$ cat config.mk
export PLATFORM = sky130hd
export DESIGN_NAME = adv_beacon_filter_flat
export DESIGN_NICKNAME = d
export VERILOG_FILES = /design/src/rtl/core/abf_pkg.sv /design/src/rtl/core/abf_in_if.sv /design/src/rtl/core/abf_out_if.sv /design/src/rtl/core/adv_beacon_filter.sv /design/src/rtl/core/abf_cfg_regs.sv /design/src/rtl/core/abf_parser.sv /design/src/flat_wrapper.sv
export SDC_FILE = /design/constraint.sdc
export NUM_CORES = 1
export LEC_CHECK = 0
export ABC_AREA = 1
export BUFFER_PORTS_ARGS = -buffer_cell sky130_fd_sc_hd__buf_4
export CAP_MARGIN = 20
export CORE_AREA = 2 2 136 138
export DETAILED_ROUTE_END_ITERATION = 8
export DIE_AREA = 0 0 138 140
export PLACE_DENSITY = 0.8
export SYNTH_ARGS = -nofsm -noshare
export SYNTH_HDL_FRONTEND = slang
export SYNTH_SLANG_ARGS = --single-unit
$ cat constraint.sdc
create_clock -name clk -period 4.2 [get_ports clk]
set_input_delay 0.42 -clock clk [delete_from_list [all_inputs] [get_ports clk]]
set_output_delay 0.42 -clock clk [all_outputs]
set_load 0.01 [all_outputs]
$ cat src/rtl/core/abf_pkg.sv
// Shared types and constants of the advertising beacon filter.
package abf_pkg;

	// Configuration register indexes
	typedef enum logic [2:0] {
		REG_COMPANY = 3'd0,
		REG_VERSION = 3'd1,
		REG_TYPE    = 3'd2,
		REG_NODE    = 3'd3,
		REG_AD_TYPE = 3'd4
	} cfg_idx_t;

	localparam int unsigned CFG_DATA_W = 16;

	// Reset values of the configuration registers
	localparam logic [15:0] RST_COMPANY = 16'hFFFF;
	localparam logic [7:0]  RST_VERSION = 8'h01;
	localparam logic [7:0]  RST_TYPE    = 8'h01;
	localparam logic [15:0] RST_NODE    = 16'h0001;
	localparam logic [7:0]  RST_AD_TYPE = 8'hFF;

	// Data byte positions inside a manufacturer structure
	localparam logic [3:0] DB_COMPANY_HI = 4'd0;
	localparam logic [3:0] DB_COMPANY_LO = 4'd1;
	localparam logic [3:0] DB_VERSION    = 4'd2;
	localparam logic [3:0] DB_TYPE       = 4'd3;
	localparam logic [3:0] DB_NODE_HI    = 4'd4;
	localparam logic [3:0] DB_NODE_LO    = 4'd5;
	localparam logic [3:0] DB_SEQ_HI     = 4'd6;
	localparam logic [3:0] DB_SEQ_LO     = 4'd7;
	localparam logic [3:0] DB_PAYLEN     = 4'd8;
	localparam logic [3:0] HDR_BYTES     = 4'd9;

	// Parser phase, one-hot
	typedef enum logic [3:0] {
		PH_LEN  = 4'b0001,
		PH_TYPE = 4'b0010,
		PH_DATA = 4'b0100,
		PH_STOP = 4'b1000
	} phase_t;

	typedef struct packed {
		logic [15:0] company;
		logic [7:0]  version;
		logic [7:0]  mtype;
		logic [15:0] node;
		logic [7:0]  ad_type;
	} cfg_t;

	typedef struct packed {
		logic               hit;
		logic [15:0]        sequence_number;
		logic [7:0]         payload_length;
		logic signed [7:0]  signal_dbm;
		logic [31:0]        detection_count;
	} result_t;

endpackage

$ cat src/rtl/core/abf_in_if.sv
// Input byte channel: valid/ready handshake with the payload byte fields.
interface abf_in_if;
	logic              valid;
	logic              ready;
	logic [7:0]        data_byte;
	logic              last_byte;
	logic signed [7:0] signal_strength;

	modport source (output valid, data_byte, last_byte, signal_strength, input ready);
	modport sink   (input valid, data_byte, last_byte, signal_strength, output ready);
endinterface

$ cat src/rtl/core/abf_out_if.sv
// Result channel: valid/ready handshake with the beacon result fields.
interface abf_out_if;
	logic              valid;
	logic              ready;
	logic [15:0]       sequence_number;
	logic [7:0]        payload_length;
	logic signed [7:0] signal_dbm;
	logic [31:0]       detection_count;

	modport source (output valid, sequence_number, payload_length, signal_dbm,
		detection_count, input ready);
	modport sink   (input valid, sequence_number, payload_length, signal_dbm,
		detection_count, output ready);
endinterface

$ cat src/rtl/core/adv_beacon_filter.sv
// Advertising beacon filter: input register, LTV parser, result register.
// A held byte is parsed once the result register is free; a hit then loads that register.
// Throughput: one byte per cycle while the result side takes results; a waiting result
// stops parsing, and the input channel stalls once the input register holds a byte.
// Reset: arst_n clears parse state, detection count and both valid flags, and loads the
// register reset values; no clearing pass.
module adv_beacon_filter (
	input  logic                            clk,
	input  logic                            arst_n,
	abf_in_if.sink                          in_ch,
	abf_out_if.source                       out_ch,
	input  logic                            cfg_we,
	input  abf_pkg::cfg_idx_t               cfg_index,
	input  logic [abf_pkg::CFG_DATA_W-1:0]  cfg_wdata
);
	import abf_pkg::*;

	cfg_t              cfg;
	result_t           par_res;
	logic              valid_s1;
	logic [7:0]        byte_s1;
	logic              last_s1;
	logic signed [7:0] sig_s1;
	logic              out_free;
	logic              proc_s1;
	logic              out_valid_q;
	logic [15:0]       seq_q;
	logic [7:0]        plen_q;
	logic signed [7:0] dbm_q;
	logic [31:0]       count_q;

	abf_cfg_regs u_cfg (
		.clk       (clk),
		.arst_n    (arst_n),
		.cfg_we    (cfg_we),
		.cfg_index (cfg_index),
		.cfg_wdata (cfg_wdata),
		.cfg       (cfg)
	);

	// Process the held byte only when the result register can take a result
	assign out_free    = !out_valid_q || out_ch.ready;
	assign proc_s1     = valid_s1 && out_free;
	assign in_ch.ready = !valid_s1 || out_free;

	// Input register
	always_ff @(posedge clk or negedge arst_n) begin
		if (!arst_n) begin
			valid_s1 <= 1'b0;
		end else if (in_ch.valid && in_ch.ready) begin
			valid_s1 <= 1'b1;
		end else if (proc_s1) begin
			valid_s1 <= 1'b0;
		end
	end

	always_ff @(posedge clk) begin
		if (in_ch.valid && in_ch.ready) begin
			byte_s1 <= in_ch.data_byte;
			last_s1 <= in_ch.last_byte;
			sig_s1  <= in_ch.signal_strength;
		end
	end

	abf_parser u_parser (
		.clk             (clk),
		.arst_n          (arst_n),
		.fire            (proc_s1),
		.data_byte       (byte_s1),
		.last_byte       (last_s1),
		.signal_strength (sig_s1),
		.cfg             (cfg),
		.res             (par_res)
	);

	// Result register: load on a hit, release after transfer
	always_ff @(posedge clk or negedge arst_n) begin
		if (!arst_n) begin
			out_valid_q <= 1'b0;
		end else if (proc_s1 && par_res.hit) begin
			out_valid_q <= 1'b1;
		end else if (out_ch.ready) begin
			out_valid_q <= 1'b0;
		end
	end

	always_ff @(posedge clk) begin
		if (proc_s1 && par_res.hit) begin
			seq_q   <= par_res.sequence_number;
			plen_q  <= par_res.payload_length;
			dbm_q   <= par_res.signal_dbm;
			count_q <= par_res.detection_count;
		end
	end

	assign out_ch.valid           = out_valid_q;
	assign out_ch.sequence_number = seq_q;
	assign out_ch.payload_length  = plen_q;
	assign out_ch.signal_dbm      = dbm_q;
	assign out_ch.detection_count = count_q;

	// A hit always lands in the result register with its count
	a_hit_loads: assert property (@(posedge clk) disable iff (!arst_n)
		(proc_s1 && par_res.hit) |=>
		(out_ch.valid && out_ch.detection_count == $past(par_res.detection_count)))
		else $error("parser hit not loaded into result register");

	// A pending result is never overwritten
	a_no_overwrite: assert property (@(posedge clk) disable iff (!arst_n)
		(out_ch.valid && !out_ch.ready) |-> !(proc_s1 && par_res.hit))
		else $error("pending result overwritten");

	// An empty input register always takes a byte
	a_empty_ready: assert property (@(posedge clk) disable iff (!arst_n)
		!valid_s1 |-> in_ch.ready)
		else $error("input register empty but not ready");

endmodule

$ cat src/rtl/core/abf_cfg_regs.sv
// Configuration register file of the beacon filter.
module abf_cfg_regs (
	input  logic                            clk,
	input  logic                            arst_n,
	input  logic                            cfg_we,
	input  abf_pkg::cfg_idx_t               cfg_index,
	input  logic [abf_pkg::CFG_DATA_W-1:0]  cfg_wdata,
	output abf_pkg::cfg_t                   cfg
);
	import abf_pkg::*;

	cfg_t cfg_q;

	// Write the addressed register, drop writes beyond the list
	always_ff @(posedge clk or negedge arst_n) begin
		if (!arst_n) begin
			cfg_q.company <= RST_COMPANY;
			cfg_q.version <= RST_VERSION;
			cfg_q.mtype   <= RST_TYPE;
			cfg_q.node    <= RST_NODE;
			cfg_q.ad_type <= RST_AD_TYPE;
		end else if (cfg_we) begin
			case (cfg_index)
				REG_COMPANY: cfg_q.company <= cfg_wdata;
				REG_VERSION: cfg_q.version <= cfg_wdata[7:0];
				REG_TYPE:    cfg_q.mtype   <= cfg_wdata[7:0];
				REG_NODE:    cfg_q.node    <= cfg_wdata;
				REG_AD_TYPE: cfg_q.ad_type <= cfg_wdata[7:0];
				default: ;
			endcase
		end
	end

	assign cfg = cfg_q;

endmodule

$ cat src/rtl/core/abf_parser.sv
// Length-type-value walker with beacon header check and detection counter.
module abf_parser (
	input  logic                clk,
	input  logic                arst_n,
	input  logic                fire,
	input  logic [7:0]          data_byte,
	input  logic                last_byte,
	input  logic signed [7:0]   signal_strength,
	input  abf_pkg::cfg_t       cfg,
	output abf_pkg::result_t    res
);
	import abf_pkg::*;

	phase_t      phase_q, phase_d;
	logic [7:0]  left_q, left_d;
	logic [3:0]  idx_q, idx_d;
	logic        manuf_q, manuf_d;
	logic        hok_q, hok_d;
	logic [15:0] seq_q, seq_d;
	logic [7:0]  plen_q, plen_d;
	logic [31:0] total_q, total_d;
	logic        hit;
	logic        test;
	logic [7:0]  want;
	logic [15:0] seq_res;
	logic [7:0]  plen_res;

	// Next parse state for the byte being processed
	always_comb begin
		phase_d  = phase_q;
		left_d   = left_q;
		idx_d    = idx_q;
		manuf_d  = manuf_q;
		hok_d    = hok_q;
		seq_d    = seq_q;
		plen_d   = plen_q;
		total_d  = total_q;
		hit      = 1'b0;
		test     = 1'b0;
		want     = '0;
		seq_res  = seq_q;
		plen_res = plen_q;
		if (fire) begin
			case (phase_q)
				PH_LEN: begin
					if (!last_byte) begin
						if (data_byte == 8'd0) begin
							phase_d = PH_STOP;
						end else begin
							left_d  = data_byte;
							phase_d = PH_TYPE;
						end
					end
				end
				PH_TYPE: begin
					manuf_d = (data_byte == cfg.ad_type);
					hok_d   = 1'b1;
					idx_d   = '0;
					left_d  = left_q - 8'd1;
					phase_d = (left_d == 8'd0) ? PH_LEN : PH_DATA;
				end
				PH_DATA: begin
					// Compare header bytes, capture sequence and length
					if (manuf_q && idx_q < HDR_BYTES) begin
						case (idx_q)
							DB_COMPANY_HI: begin test = 1'b1; want = cfg.company[15:8]; end
							DB_COMPANY_LO: begin test = 1'b1; want = cfg.company[7:0]; end
							DB_VERSION:    begin test = 1'b1; want = cfg.version; end
							DB_TYPE:       begin test = 1'b1; want = cfg.mtype; end
							DB_NODE_HI:    begin test = 1'b1; want = cfg.node[15:8]; end
							DB_NODE_LO:    begin test = 1'b1; want = cfg.node[7:0]; end
							DB_SEQ_HI:     seq_d  = {data_byte, seq_q[7:0]};
							DB_SEQ_LO:     seq_d  = {seq_q[15:8], data_byte};
							DB_PAYLEN:     plen_d = data_byte;
							default: ;
						endcase
						if (test && data_byte != want) begin
							hok_d = 1'b0;
						end
					end
					if (idx_q < HDR_BYTES) begin
						idx_d = idx_q + 4'd1;
					end
					left_d = left_q - 8'd1;
					// Structure complete: count a matching beacon
					if (left_d == 8'd0) begin
						if (manuf_q && hok_d && idx_d >= HDR_BYTES) begin
							hit     = 1'b1;
							total_d = total_q + 32'd1;
						end
						manuf_d = 1'b0;
						hok_d   = 1'b0;
						idx_d   = '0;
						phase_d = PH_LEN;
					end
				end
				PH_STOP: ;
				default: phase_d = PH_LEN;
			endcase
			// Take the result fields before the packet end clears them
			seq_res  = seq_d;
			plen_res = plen_d;
			// Packet end clears all per-structure state
			if (last_byte) begin
				phase_d = PH_LEN;
				left_d  = '0;
				idx_d   = '0;
				manuf_d = 1'b0;
				hok_d   = 1'b0;
				seq_d   = '0;
				plen_d  = '0;
			end
		end
	end

	// Hold parse state
	always_ff @(posedge clk or negedge arst_n) begin
		if (!arst_n) begin
			phase_q <= PH_LEN;
			left_q  <= '0;
			idx_q   <= '0;
			manuf_q <= 1'b0;
			hok_q   <= 1'b0;
			seq_q   <= '0;
			plen_q  <= '0;
			total_q <= '0;
		end else begin
			phase_q <= phase_d;
			left_q  <= left_d;
			idx_q   <= idx_d;
			manuf_q <= manuf_d;
			hok_q   <= hok_d;
			seq_q   <= seq_d;
			plen_q  <= plen_d;
			total_q <= total_d;
		end
	end

	assign res.hit             = hit;
	assign res.sequence_number = seq_res;
	assign res.payload_length  = plen_res;
	assign res.signal_dbm      = signal_strength;
	assign res.detection_count = total_d;

endmodule

$ cat src/flat_wrapper.sv
// flat-port wrapper written by rule: the top's interface ports become plain ports
module adv_beacon_filter_flat import abf_pkg::*;
  (clk, arst_n, cfg_we, cfg_index, cfg_wdata, in_ch_valid, in_ch_data_byte, in_ch_last_byte, in_ch_signal_strength, in_ch_ready, out_ch_valid, out_ch_sequence_number, out_ch_payload_length, out_ch_signal_dbm, out_ch_detection_count, out_ch_ready);
  abf_in_if in_ch_i ();
  abf_out_if out_ch_i ();
  input  logic clk;
  input  logic arst_n;
  input  logic cfg_we;
  input  abf_pkg::cfg_idx_t cfg_index;
  input  logic [abf_pkg::CFG_DATA_W-1:0] cfg_wdata;
  input wire logic [$bits(in_ch_i.valid)-1:0] in_ch_valid;
  input wire logic [$bits(in_ch_i.data_byte)-1:0] in_ch_data_byte;
  input wire logic [$bits(in_ch_i.last_byte)-1:0] in_ch_last_byte;
  input wire logic [$bits(in_ch_i.signal_strength)-1:0] in_ch_signal_strength;
  output wire logic [$bits(in_ch_i.ready)-1:0] in_ch_ready;
  output wire logic [$bits(out_ch_i.valid)-1:0] out_ch_valid;
  output wire logic [$bits(out_ch_i.sequence_number)-1:0] out_ch_sequence_number;
  output wire logic [$bits(out_ch_i.payload_length)-1:0] out_ch_payload_length;
  output wire logic [$bits(out_ch_i.signal_dbm)-1:0] out_ch_signal_dbm;
  output wire logic [$bits(out_ch_i.detection_count)-1:0] out_ch_detection_count;
  input wire logic [$bits(out_ch_i.ready)-1:0] out_ch_ready;
  assign in_ch_i.valid = in_ch_valid;
  assign in_ch_i.data_byte = in_ch_data_byte;
  assign in_ch_i.last_byte = in_ch_last_byte;
  assign in_ch_i.signal_strength = in_ch_signal_strength;
  assign in_ch_ready = in_ch_i.ready;
  assign out_ch_valid = out_ch_i.valid;
  assign out_ch_sequence_number = out_ch_i.sequence_number;
  assign out_ch_payload_length = out_ch_i.payload_length;
  assign out_ch_signal_dbm = out_ch_i.signal_dbm;
  assign out_ch_detection_count = out_ch_i.detection_count;
  assign out_ch_i.ready = out_ch_ready;
  adv_beacon_filter u_core (.clk(clk), .arst_n(arst_n), .in_ch(in_ch_i), .out_ch(out_ch_i), .cfg_we(cfg_we), .cfg_index(cfg_index), .cfg_wdata(cfg_wdata));
endmodule
Word-level counts from Yosys, hierarchy flattened
Index checks and enable logic that the tools add are counted.
W data, S select, Z words.

operators by class
  reductions and logical operators = 30
  order comparisons = 2
  eq/ne operators = 21
  mux-type cells = 54
  add/sub/neg operators = 3

operator list
  operator                 count
  $mux W32                 4
  $mux W8                  10
  $mux W16                 4
  $pmux W8 S6              1
  $add A32 B1 Y32 const B  1
  $mux W4                  8
  $pmux W16 S2             1
  $eq A4 B3 Y1 const B     5
  $mux W1                  20
  $logic_not A8 Y1         2
  $pmux W4 S4              1
  $pmux W8 S2              1
  $eq A4 B2 Y1 const B     3
  $reduce_and A2 Y1        6
  $reduce_and A3 Y1        3
  $eq A4 B1 Y1 const B     2
  $eq A4 B4 Y1 const B     2
  $eq A8 B8 Y1             1
  $ne A8 B8 Y1             1
  $pmux W4 S2              1
  $sub A8 B1 Y8 const B    1
  $logic_and A1 B1 Y1      7
  $eq A3 B2 Y1 const B     2
  $ne A3 B2 Y1 const B     2
  other kinds (16)         21

word-level totals
  logic and storage cells = 132
  register bits = 213
  output and inout bits = 66

Depth between registers and ports, before layout
Gate-level depths: netlist (run 1).

  word-level depth = 19
  depth in mapped cells = 20

Hierarchy
Synthesis (run 1) repeated with hierarchy kept, for this count alone.

second synthesis, totals
  cell total of the unflattened synthesis = 1118
  area, all modules = 10077.2 µm²

modules (own cells, without submodules)
  module             area an instance (µm²)  instances  cells an instance  seq. area each (µm²)
  abf_parser         5227.5                  1          771                1853.0
  adv_beacon_filter  2538.7                  1          96                 2482.4
  abf_cfg_regs       2311.0                  1          251                1435.1

Worst setup path after synthesis (run 1)
Ideal clock, no wire load.

  path type = register -> register
  from = reg u_core.u_parser.idx_q[0]
  to = reg u_core.count_q[6], in the netlist u_core.out_ch.detection_count[6], data pin
  stages on the path, launching flop included = 21
  slack = 0.976 ns
  library setup time = 0.260 ns
  buffers on the path = 1
  data required time = 3.940 ns
  data arrival time = 2.964 ns
  cells stage by stage = dfrtp_1 -> inv_1 -> ha_1 -> clkbuf_1 -> inv_1 -> nor2_1 -> nand2_1 -> nand2_1 -> inv_1 -> nand2_1 -> nand2_1 -> nand2_1 -> nand2_1 -> nor2_1 -> nand2_1 -> nand2_2 -> nand4_2 -> inv_2 -> nand2_1 -> nand2_1 -> nand2_1

RTL lines
  item                    RTL line                 RTL
  start, declared         abf_parser.sv:16         logic [3:0] idx_q, idx_d;
  start signal, assigned  abf_parser.sv:130        idx_q <= idx_d;
  end signal, assigned    adv_beacon_filter.sv:92  count_q <= par_res.detection_count;
  end, declared           adv_beacon_filter.sv:30  logic [31:0] count_q;

Final worst setup path (run 1)
  from = reg u_core.u_parser.idx_q[1]
  to = reg u_core.dbm_q[3], in the netlist u_core.out_ch.signal_dbm[3], enable pin

between the ends
  cells in the longest elaborated chain, start to end = 18
  elaborated cells on any way between the ends = 35

RTL lines
  item                                                    RTL line                            RTL
  $eq A4 B3 Y1 (tied with other cells)                    abf_parser.sv:65                    case (idx_q)
  $pmux W8 S6 / $reduce_or A6 Y1 (equally long branches)  -
  $mux W8 / $mux W1 (equally long branches)               abf_parser.sv:64, abf_parser.sv:65
  $mux W8 / $mux W1 (equally long branches)               abf_parser.sv:44, abf_parser.sv:64
  $mux W8 / $mux W1 (equally long branches)               abf_parser.sv:43, abf_parser.sv:44
  $ne A8 B8 Y1 / $mux W1 (equally long branches)          abf_parser.sv:77, abf_parser.sv:43
  $logic_and A1 B1 Y1                                     abf_parser.sv:77                    if (test && data_byte != want) begin
  $mux W1                                                 abf_parser.sv:77
  (+2 left out)                                           -
  $mux W1                                                 abf_parser.sv:43                    if (fire) begin
  $logic_and A1 B1 Y1                                     abf_parser.sv:87                    if (manuf_q && hok_d && idx_d >= HDR_BYTES) begin
  $logic_and A1 B1 Y1 *                                   abf_parser.sv:87
  $mux W1 *                                               abf_parser.sv:87
  $mux W1 *                                               abf_parser.sv:86                    if (left_d == 8'd0) begin
  $mux W1 *                                               abf_parser.sv:44                    case (phase_q)
  $mux W1 *                                               abf_parser.sv:43
  $logic_and A1 B1 Y1 *                                   adv_beacon_filter.sv:88             if (proc_s1 && par_res.hit) begin
  end signal, assigned                                    adv_beacon_filter.sv:91             dbm_q <= par_res.signal_dbm;
  end, declared                                           adv_beacon_filter.sv:29             logic signed [7:0] dbm_q;

Every way passes the cells marked *; elsewhere a longest branch is shown, timed or not. The select of a mux whose other input is x is not followed.
A chain may end at the register's enable or synchronous reset.

==> flow_summary.yaml, run 1 <==
outcome:
  status: "complete, no violations"
clocking:
  clock-sinks: 213
  cts_setup_buffers: 0
  cts_buffer_depth: 3
  clk-insertion-delay-late_ns: 0.52
  clockRootBuffer: "clkbuf_16"
  numCtsBuffers: 23
  holdBufCountCts: 0
  cts_tree: "built"
  post_cts_resized: 0
  htreeDepth: 1
  path_clk_slew_ns: 0.06
sta:
  max-slew-margin-rel_pct: 39.1
  fin_crit_sh_pct: 84.0
  rsz0062_at_grt: "false"
  worst_slack_ns: 0.672
  hold_violations: 0
  hold_ws_ns: 0.0737
  worst_slew_pin_slew_ns: 0.912
  fin_crit_ns: 3.53
  fin_tns_setup_ns: 0
  timing.fmax_ghz: 0.283
  report.final.slew_viol_count: 0
  setup_viol: 0
  fin_skew_ns: 0.0162
floorplan:
  fp.coreArea_sq_um: 17800
  fp-row-count: 49
  die_y_um: 140
  ioPinCount: 107
  fp.dieW_um: 138
  die-area_sq_um: 19300
  start_util_pct: 54.5
finish:
  multi_input_area_sq_um: 3270
  drive_above_1_share_pct: 16.7
  final_area_sq_um: 11500
  n_antenna_cell: 0
  final_util_pct: 64.9
  regArea_sq_um: 5770
  final_cells: 1412
  nFillCells: 1419
  fin_nets: 1216
  area.growth.synth_to_final_pct: 19.0
synthesis:
  ys_seq_elements: 213
  syn_area_sq_um: 9700
  syn_nets: 1105
  ys_types: 41
  syn_area_per_cell_sq_um: 9.19
  async_flop_share_pct: 62.0
  synth_edf_count: 81
  ys_warn_count: 0
  synth_top_flop_cell: "dfrtp_1"
  synth-seq-area-share_pct: 59.5
  syn-instance-count: 1055
global_routing:
  antenna_found_initial: 0
  grtUsageTotal_pct: 23.3
  overflow: 0
  grt_max_degree: 81
  grt_pass1_vias: 7213
  grt_pass1_wl_mm: 36.5
power:
  net-switching-power_mw: 1.24
  p_clk_share_pct: 40.8
  p_int_mw: 3.71
  switching_share_pct: 25.0
  combPwrFrac_pct: 9.2
  seqPwrFrac_pct: 50.0
  p_leak_nw: 5.20
  p_per_area_nw_per_um2: 429
  vdd_drop_max_uv: 324
  total_power_mw: 4.95
place:
  numPortBuffers: 106
  dp_slack_ns: 0.718
  gp_congestion: 0.947
  place_inst: 1367
  postPlaceCellArea_sq_um: 10700
  dp_hpwl_mm: 15.6
detailed_routing:
  drc_errors: 0
  vias: 7646
  wirelength_mm: 22.9
  drt_iter0_markers: 577
  ant_nets: 0
  drt_pre_antenna_iters: 5
  wl_per_cell_um: 16.2
  viasPerCell: 5.42
setup_path:
  crit_type: "register to register"
  crit_arrival_ns: 3.74
  worstPathMaxFanout: 29
  cp-end-kind: "register"
  startpoint_type: "register"
  worstPathRequired_ns: 4.42
  ff2ff_setup_slack_ns: 0.67
flow_run:
  maxCapViolCount: 0
worst_hold_path:
  hp-class: "input pin to register"
## cells in the final DEF, fill, tap and decap left out, types with 7 or more instances in the layout
cell type and n:
buf_4 109, clkbuf_16 23, dfstp_2 28, o22ai_1 11, ha_1 9, nand3_1 63
inv_1 137, inv_2 7, dfrtp_1 104, o31ai_1 15, xor2_1 14, a22oi_1 12
nand4_1 18, nand2_1 270, a21oi_1 12, nor4_1 9, nor3_1 13, nor2_1 82
o21ai_0 103, edfxtp_1 81, nand3b_1 8
## power groups by stage
| stage | Combinational (mW) | Clock [mW] | Sequential [mW] |
|---|---|---|---|
| after floorplan | 0.318 | 0 | 2.44 |
| after CTS | 0.445 | 2.05 | 2.47 |
| after detailed placement | 0.439 | 0 | 2.50 |
| after global routing | 0.521 | 2.13 | 2.48 |
| final | 0.453 | 2.02 | 2.47 |
| after global placement | 0.422 | 0 | 2.50 |
## per-layer routing
layer  global-route usage (%)  wire length [um]
met2                     39.3             11100
met3                     3.76              1400
met1                     31.2              9740
met4                     7.30               653
met5                        0                 0
## cells by family (layout without fill, tap and decap cells)
kind of cell | after synthesis | in the layout | synth area share, %
simple gates | 477 | 477 | 21.2
compound gates | 165 | 165 | 9.65
buf+inv | 172 | 300 | 6.75
xor+xnor | 19 | 19 | 1.72
flops | 213 | 213 | 59.5
fa+ha+maj | 9 | 9 | 1.16
## area by class of cell
| type | count | area share, % |
|---|---|---|
| clock buffers | 33 | 5.66 |
| clock inverters | 9 | 0.932 |
| inverters | 144 | 4.68 |
| multi-input cells | 670 | 28.3 |
| flip-flops and latches | 213 | 50.0 |
| well taps | 229 | 2.48 |
| repair buffers | 114 | 7.89 |
## sequential cells by signal, indices dropped and copies added, names as in the netlist
register and flops:
u_core.u_cfg.cfg 56, u_core.out_ch.detection_count 32, u_core.u_parser.total_q 32, u_core.out_ch.sequence_number 16, u_core.u_parser.seq_q 16, u_core.byte_s1 8
u_core.out_ch.payload_length 8, u_core.out_ch.signal_dbm 8, u_core.sig_s1 8, u_core.u_parser.left_q 8, u_core.u_parser.plen_q 8, u_core.u_parser.idx_q 4
u_core.u_parser.phase_q 4, u_core.last_s1 1, u_core.out_ch.valid 1, u_core.u_parser.hok_q 1, u_core.u_parser.manuf_q 1, u_core.valid_s1 1
## synth_stat cells (all sizes together) (2+ instances only)
master / count / area share [%]
a22oi: 12 / 0.93
dfrtp: 104 / 27
xnor2: 5 / 0.45
nor3: 14 / 0.77
ha: 9 / 1.2
o21a: 2 / 0.15
nand4: 19 / 1.3
edfxtp: 81 / 25
nor2: 90 / 3.8
nand3: 65 / 3.5
o21ai: 105 / 5.4
clkbuf: 24 / 0.93
nand2: 271 / 11
o31ai: 15 / 1.2
nand3b: 8 / 0.62
nor4: 9 / 0.58
o22ai: 11 / 0.71
dfstp: 28 / 7.6
xor2: 14 / 1.3
inv: 144 / 5.6
a31oi: 2 / 0.13
buf: 4 / 0.25
a21oi: 12 / 0.62
## worst max-delay path, cell delays in order (launching register included)
cell	delay [ns]
dfrtp_1	0.40
inv_1	0.19
ha_1	0.33
inv_1	0.11
nor2_2	0.32
nand2_1	0.09
nand2_1	0.08
inv_1	0.05
nand2_1	0.07
nand2_1	0.05
nand2_1	0.07
nand2_1	0.05
nor2_1	0.10
nand2_1	0.12
nand2_2	0.15
nand4_2	0.20
inv_2	0.54
buf_4	0.30
## path summary, 6_finish.rpt
check                                    startpoint                          end  cells after the start
min in group asynchronous                    arst_n  u_core.u_parser.total_q[12]                      2
hold reg to reg                    u_core.sig_s1[5]  u_core.out_ch.signal_dbm[5]                      0
hold / removal                   in_ch_data_byte[0]            u_core.byte_s1[0]                      1
max in group asynchronous                    arst_n          u_core.u_cfg.cfg[1]                      3
setup reg to reg           u_core.u_parser.idx_q[1]  u_core.out_ch.signal_dbm[3]                     17
setup / recovery           u_core.u_parser.idx_q[1]  u_core.out_ch.signal_dbm[3]                     17
Note: power is estimated with default switching activity, not from simulation.
==> inputs of run 2 (changes only) <==
Settings changed: CORE_AREA 2 2 136 138 to 2 2 139 141, DIE_AREA 0 0 138 140 to 0 0 141 143.
Clock period 4.2 ns to 2.8 ns, I/O delays scaled along.
==> run 2 against run 1 <==
  * Sequential share of layout area fell by 2.9 points
  * Clock skew rose by 0.0025 ns
  * Register-to-register slack got worse by 0.56 ns
  * Die area rose by 4.4%
  * Worst setup slack got worse by 0.56 ns
  * Clock power rose by 49%
  * Sequential power rose by 49%
  * Utilization rose by 1.1 points
  * Global-route usage rose by 0.31 points
  * Combinational power rose by 64%
  * Via count rose by 5.1%
  * Critical path type unchanged
==> flow_summary.yaml, run 2 (synthesis results as in run 1) <==
place:
  gp_congestion: 0.944
  dp_hpwl_mm: 16.2
  place_inst: 1401
  numPortBuffers: 106
setup_path:
  crit_arrival_ns: 2.94
  worstPathRequired_ns: 3.05
  crit_chain: "inv_4, ha_4, buf_4, nand3_1, nand2_1, nor2_2, nand2_1, nand2_1, nand2_1, inv_1, nand2_1, nor2_1, nand2_2, nand2_4, nand4_1, o21ai_0, nand2_1"
  crit_type: "register to register"
  startpoint_type: "register"
  critPathMaxStageDelay_ns: 0.49
  slowest_stage: "dfrtp_2"
  cp-end-kind: "register"
  cpMostUsedCell: "nand2_1"
  worstPathMaxFanout: 6
  crit_buf_inv: 3
  path_delay_family: "simple AND/OR/NAND/NOR gates"
finish:
  final_cells: 1470
  n_antenna_cell: 0
  area.growth.synth_to_final_pct: 26.6
  drive_above_1_share_pct: 23.2
  final_cell_mix: "260 x nand2_1, 141 x buf_4, 130 x inv_1"
  fin_nets: 1270
  final_common_cell: "nand2_1"
  nFillCells: 1423
  largest_reg_flops: 56
power:
  vdd_drop_max_uv: 514
  p_leak_nw: 5.44
  p_per_area_nw_per_um2: 606
clocking:
  numCtsBuffers: 22
  clk-insertion-delay-late_ns: 0.52
  cts_tree: "built"
  clock-sinks: 213
  path_clk_slew_ns: 0.07
  htreeDepth: 1
  clockRootBuffer: "clkbuf_16"
  cts_buffer_depth: 3
floorplan:
  ioPinCount: 107
  fp.dieW_um: 141
  fp.coreArea_sq_um: 18600
  fp-row-count: 50
  start_util_pct: 52.2
  die_y_um: 143
  die-area_sq_um: 20200
detailed_routing:
  wirelength_mm: 24.2
  wl_per_cell_um: 16.4
  viasPerCell: 5.47
  vias: 8038
  ant_nets: 0
  drc_errors: 0
  drt_pre_antenna_iters: 8
  drt_iter0_markers: 561
global_routing:
  overflow: 0
  grt_max_degree: 62
  grt_pass1_wl_mm: 38.2
  grt_pass1_vias: 7860
  antenna_found_initial: 0
  grtUsageTotal_pct: 23.6
sta:
  timing.fmax_ghz: 0.372
  setup_viol: 0
  worst_slew_pin_slew_ns: 0.941
  fin_crit_ns: 2.69
  max-slew-margin-rel_pct: 37.1
  hold_violations: 0
  fin_skew_ns: 0.0187
  report.final.slew_viol_count: 0
  fin_crit_sh_pct: 96.0
  hold_ws_ns: 0.00928
flow_run:
  maxCapViolCount: 0
outcome:
  status: "complete, no violations"
worst_hold_path:
  hp-class: "input pin to register"
## run 2: cell types whose count changed in the layout (fill, tap and decap cells not counted), sizes merged
| cell | previous run | this run |
|---|---|---|
| dlygate4sd3 | 1 | 18 |
| nand3 | 65 | 66 |
| clkinvlp | 2 | 3 |
| buf | 113 | 149 |
| clkbuf | 33 | 28 |
| clkinv | 3 | 6 |
## run 2: through the flow
stage | instance area (sq um) | utilization, % | setup TNS (ns) | total power [mW] | setup slack [ns]
final | 12300 | 66.0 | 0 | 7.44 | 0.113
after global routing | 12300 | 66.0 | -0.536 | 7.73 | -0.0461
after CTS | 11900 | 64.3 | 0 | 7.44 | 0.00880
after detailed placement | 11000 | 59.3 | -0.192 | 4.42 | -0.0172
after global placement | 11000 | 59.3 | 0 | 4.39 | 0.0531
after floorplan | 9720 | - | 0 | 4.14 | 0.0295
## run 2: where the power goes
group	internal (mW)	switching (mW)	total, mW
combinational	0.275	0.469	0.744
sequential	3.51	0.184	3.69
clock	1.76	1.25	3.01
## run 2: area by class of cell
| cell class | instances | area, sq um | area share (%) |
|---|---|---|---|
| Clock buffer | 28 | 614 | 5.01 |
| Clock inverter | 12 | 133 | 1.08 |
| Inverter | 144 | 564 | 4.60 |
| Multi-Input combinational cell | 671 | 3510 | 28.6 |
| Sequential cell | 213 | 5780 | 47.1 |
| Tap cell | 234 | 293 | 2.39 |
| Timing Repair Buffer | 167 | 1380 | 11.2 |
| Timing Repair inverter | 1 | 8.76 | 0.0714 |
## run 2: layer usage
layer | global-route usage [%] | vias to the layer above | share of wire [%]
li1 | - | 3831 | -
met1 | 30.5 | 3826 | 41
met2 | 40.5 | 305 | 49
met3 | 3.35 | 76 | 5.7
met4 | 9.21 | 0 | 4.3
met5 | 0 | - | 0
## run 2: tightest hold or removal path: cells and delay by family
family	cells	cell delay [ns]
buffers and inverters	1	0.08
and+or+nand+nor	2	0.12
## run 2: what timing repair did
| item | CTS | global route |
|---|---|---|
| cloned | 0 | 2 |
| resized for setup | 1 | 74 |
| hold buffers | 18 | 0 |
| buffers inserted | 0 | 9 |
| pin swaps | 0 | 25 |
| setup endpoints to repair | 41 | 128 |
| endpoints found under the hold margin | 67 | 0 |
## run 2: path summary, 6_finish.rpt
path | to | slack [ns] | startpoint | cells past startpoint
max | u_core.out_ch.detection_count[17] | 0.11 | u_core.u_parser.idx_q[0] | 17
min | u_core.valid_s1 | 0.009 | in_ch_valid | 3
max reg2reg | u_core.out_ch.detection_count[17] | 0.11 | u_core.u_parser.idx_q[0] | 17
min reg2reg | u_core.out_ch.signal_dbm[0] | 0.42 | u_core.sig_s1[0] | 0
max in group asynchronous | u_core.u_cfg.cfg[2] | 1.60 | arst_n | 3
min in group asynchronous | u_core.u_parser.total_q[16] | 0.38 | arst_n | 2
==> inputs of run 3 (changes only) <==
Settings changed: CORE_AREA 2 2 139 141 to 2 2 136 138, DIE_AREA 0 0 141 143 to 0 0 138 140, SETUP_SLACK_MARGIN from default to 0.3.
Clock period 2.8 ns to 3.11 ns, I/O delays scaled along.
==> run 3 against run 2 <==
  * Clock skew shrank 0.0079 ns
  * Final area shrank 2.4%
  * Die area shrank 4.2%
  * Sequential share of layout area grew 1.1 points
  * Non-clock buffer count shrank 14
  * Routed wire length shrank 2.5%
  * Highest routed layer unchanged
==> flow_summary.yaml, run 3 (synthesis results as in run 1) <==
clocking:
  clk-insertion-delay-late_ns: 0.51
  numCtsBuffers: 22
  clockRootBuffer: "clkbuf_16"
  cts_buffer_depth: 3
  path_clk_slew_ns: 0.06
  htreeDepth: 1
  clock-sinks: 213
  cts_tree: "built"
finish:
  final_common_cell: "nand2_1"
  n_antenna_cell: 0
  area.growth.synth_to_final_pct: 23.5
  final_cell_mix: "266 x nand2_1, 132 x inv_1, 130 x buf_4"
  nFillCells: 1406
  largest_reg_flops: 56
  drive_above_1_share_pct: 20.2
  regArea_sq_um: 5770
  fin_nets: 1256
  multi_input_area_sq_um: 3410
detailed_routing:
  wirelength_mm: 23.6
  drt_pre_antenna_iters: 5
  viasPerCell: 5.43
  drt_iter0_markers: 635
  wl_per_cell_um: 16.2
  vias: 7873
  ant_nets: 0
  drc_errors: 0
sta:
  hold_ws_ns: 0.0526
  rsz0062_at_grt: "true"
  setup_viol: 0
  fin_tns_setup_ns: 0
  max-slew-margin-rel_pct: 40.8
  worst_slew_pin_slew_ns: 0.887
  hold_violations: 0
  report.final.slew_viol_count: 0
  timing.fmax_ghz: 0.376
  fin_skew_ns: 0.0108
  fin_crit_sh_pct: 85.6
  fin_crit_ns: 2.66
power:
  switching_share_pct: 25.5
  p_int_mw: 4.86
  p_clk_share_pct: 39.3
  p_leak_nw: 5.35
  seqPwrFrac_pct: 50.8
  p_per_area_nw_per_um2: 544
  combPwrFrac_pct: 9.9
  net-switching-power_mw: 1.66
  vdd_drop_max_uv: 514
setup_path:
  cp-end-kind: "register"
  crit_start: "u_core.u_parser.idx_q[0]"
  startpoint_type: "register"
  worstPathRequired_ns: 3.35
  worstPathMaxFanout: 6
  r2r-start: "u_core.u_parser.idx_q[0]"
  crit_arrival_ns: 2.91
  crit_type: "register to register"
floorplan:
  fp-row-count: 49
  die_y_um: 140
  die-area_sq_um: 19300
  fp.dieW_um: 138
  fp.coreArea_sq_um: 17800
  start_util_pct: 54.5
  ioPinCount: 107
global_routing:
  overflow: 0
  antenna_found_initial: 0
  grt_pass1_wl_mm: 38.0
  grt_max_degree: 65
  grt_pass1_vias: 7643
  grtUsageTotal_pct: 24.1
worst_hold_path:
  min-delay-start: "in_ch_valid"
  hp-class: "input pin to register"
place:
  numPortBuffers: 106
  gp_congestion: 0.939
  dp_hpwl_mm: 16.0
outcome:
  status: "complete, no violations"
flow_run:
  maxCapViolCount: 0
[run 3: cell count changes in the layout (fill, tap and decap cells not counted), moves of 3 or more]
| cell | previous run | this run |
|---|---|---|
| nand2_2 | 10 | 4 |
| nand2_1 | 260 | 266 |
| inv_2 | 10 | 7 |
| nor2_1 | 68 | 77 |
| buf_4 | 141 | 130 |
| nor2_2 | 15 | 7 |
| clkinv_1 | 0 | 3 |
[run 3: worst max-delay path: stages, from the launching register on]
cell and delay (ns):
dfrtp_2 0.47, ha_2 0.23, inv_2 0.08, nor2_1 0.05, buf_4 0.16, nand2_1 0.06
nand2_1 0.04, nor2_1 0.16, nand3_1 0.09, nand2_1 0.08, nand2_1 0.04, nor2_1 0.12
nand2_2 0.11, nand2_4 0.12, nand3_2 0.18, inv_2 0.16, nand2_1 0.09, xnor2_1 0.16
[run 3: metal layers]
metal	vias to the layer above	track usage (%)	routed length, um
met3	73	3.28	1380
met1	3686	32.0	9650
met4	0	10.3	900
met2	311	40.3	11600
met5	-	0	0
li1	3803	-	-
[run 3: final timing paths]
check	endpoint	slack, ns	cells after the start
min in group asynchronous	u_core.u_parser.total_q[13]	0.46	2
worst min-delay path	u_core.valid_s1	0.05	3
worst min register to register	u_core.out_ch.signal_dbm[6]	0.42	0
worst max register to register	u_core.out_ch.detection_count[31]	0.45	17
worst max-delay path	u_core.out_ch.detection_count[31]	0.45	17
max in group asynchronous	u_core.u_parser.phase_q[0]	1.79	3
[run 3: layout make-up]
| cell class | instances | area share (%) |
|---|---|---|
| Timing Repair inverter | 1 | 0.0522 |
| Tap cell | 229 | 2.39 |
| Multi-Input combinational cell | 671 | 28.5 |
| Sequential cell | 213 | 48.2 |
| Clock buffer | 27 | 5.01 |
| Timing Repair Buffer | 153 | 10.3 |
| Clock inverter | 13 | 0.836 |
| Inverter | 144 | 4.68 |
[run 3: power groups by stage]
| stage | clock network [mW] | logic (mW) | registers (mW) |
|---|---|---|---|
| after floorplan | 0 | 0.430 | 3.29 |
| after global placement | 0 | 0.590 | 3.35 |
| final | 2.56 | 0.644 | 3.31 |
| after detailed placement | 0 | 0.610 | 3.36 |
| after CTS | 2.60 | 0.635 | 3.31 |
| after global routing | 2.71 | 0.746 | 3.33 |
[run 3: stage by stage]
stage	std cells	cell area, sq um	power, mW	setup WS, ns	util, %
6_report	1451	12000	6.52	0.448	67.4
5_1_grt	1451	12000	6.79	0.260	67.4
4_1_cts	1442	11800	6.54	0.331	66.3
3_5_place_dp	1383	10900	3.97	0.139	61.1
3_3_place_gp	1383	10900	3.94	0.211	61.1
2_1_floorplan	1055	9700	3.72	0.308	-
[run 3: timing repair]
item	in CTS	in global routing
hold endpoints to repair	72	0
pin swaps	0	4
setup buffers	0	8
hold buffers	18	0
gates cloned	1	1
gates resized for setup	12	33
setup endpoints to repair	88	121
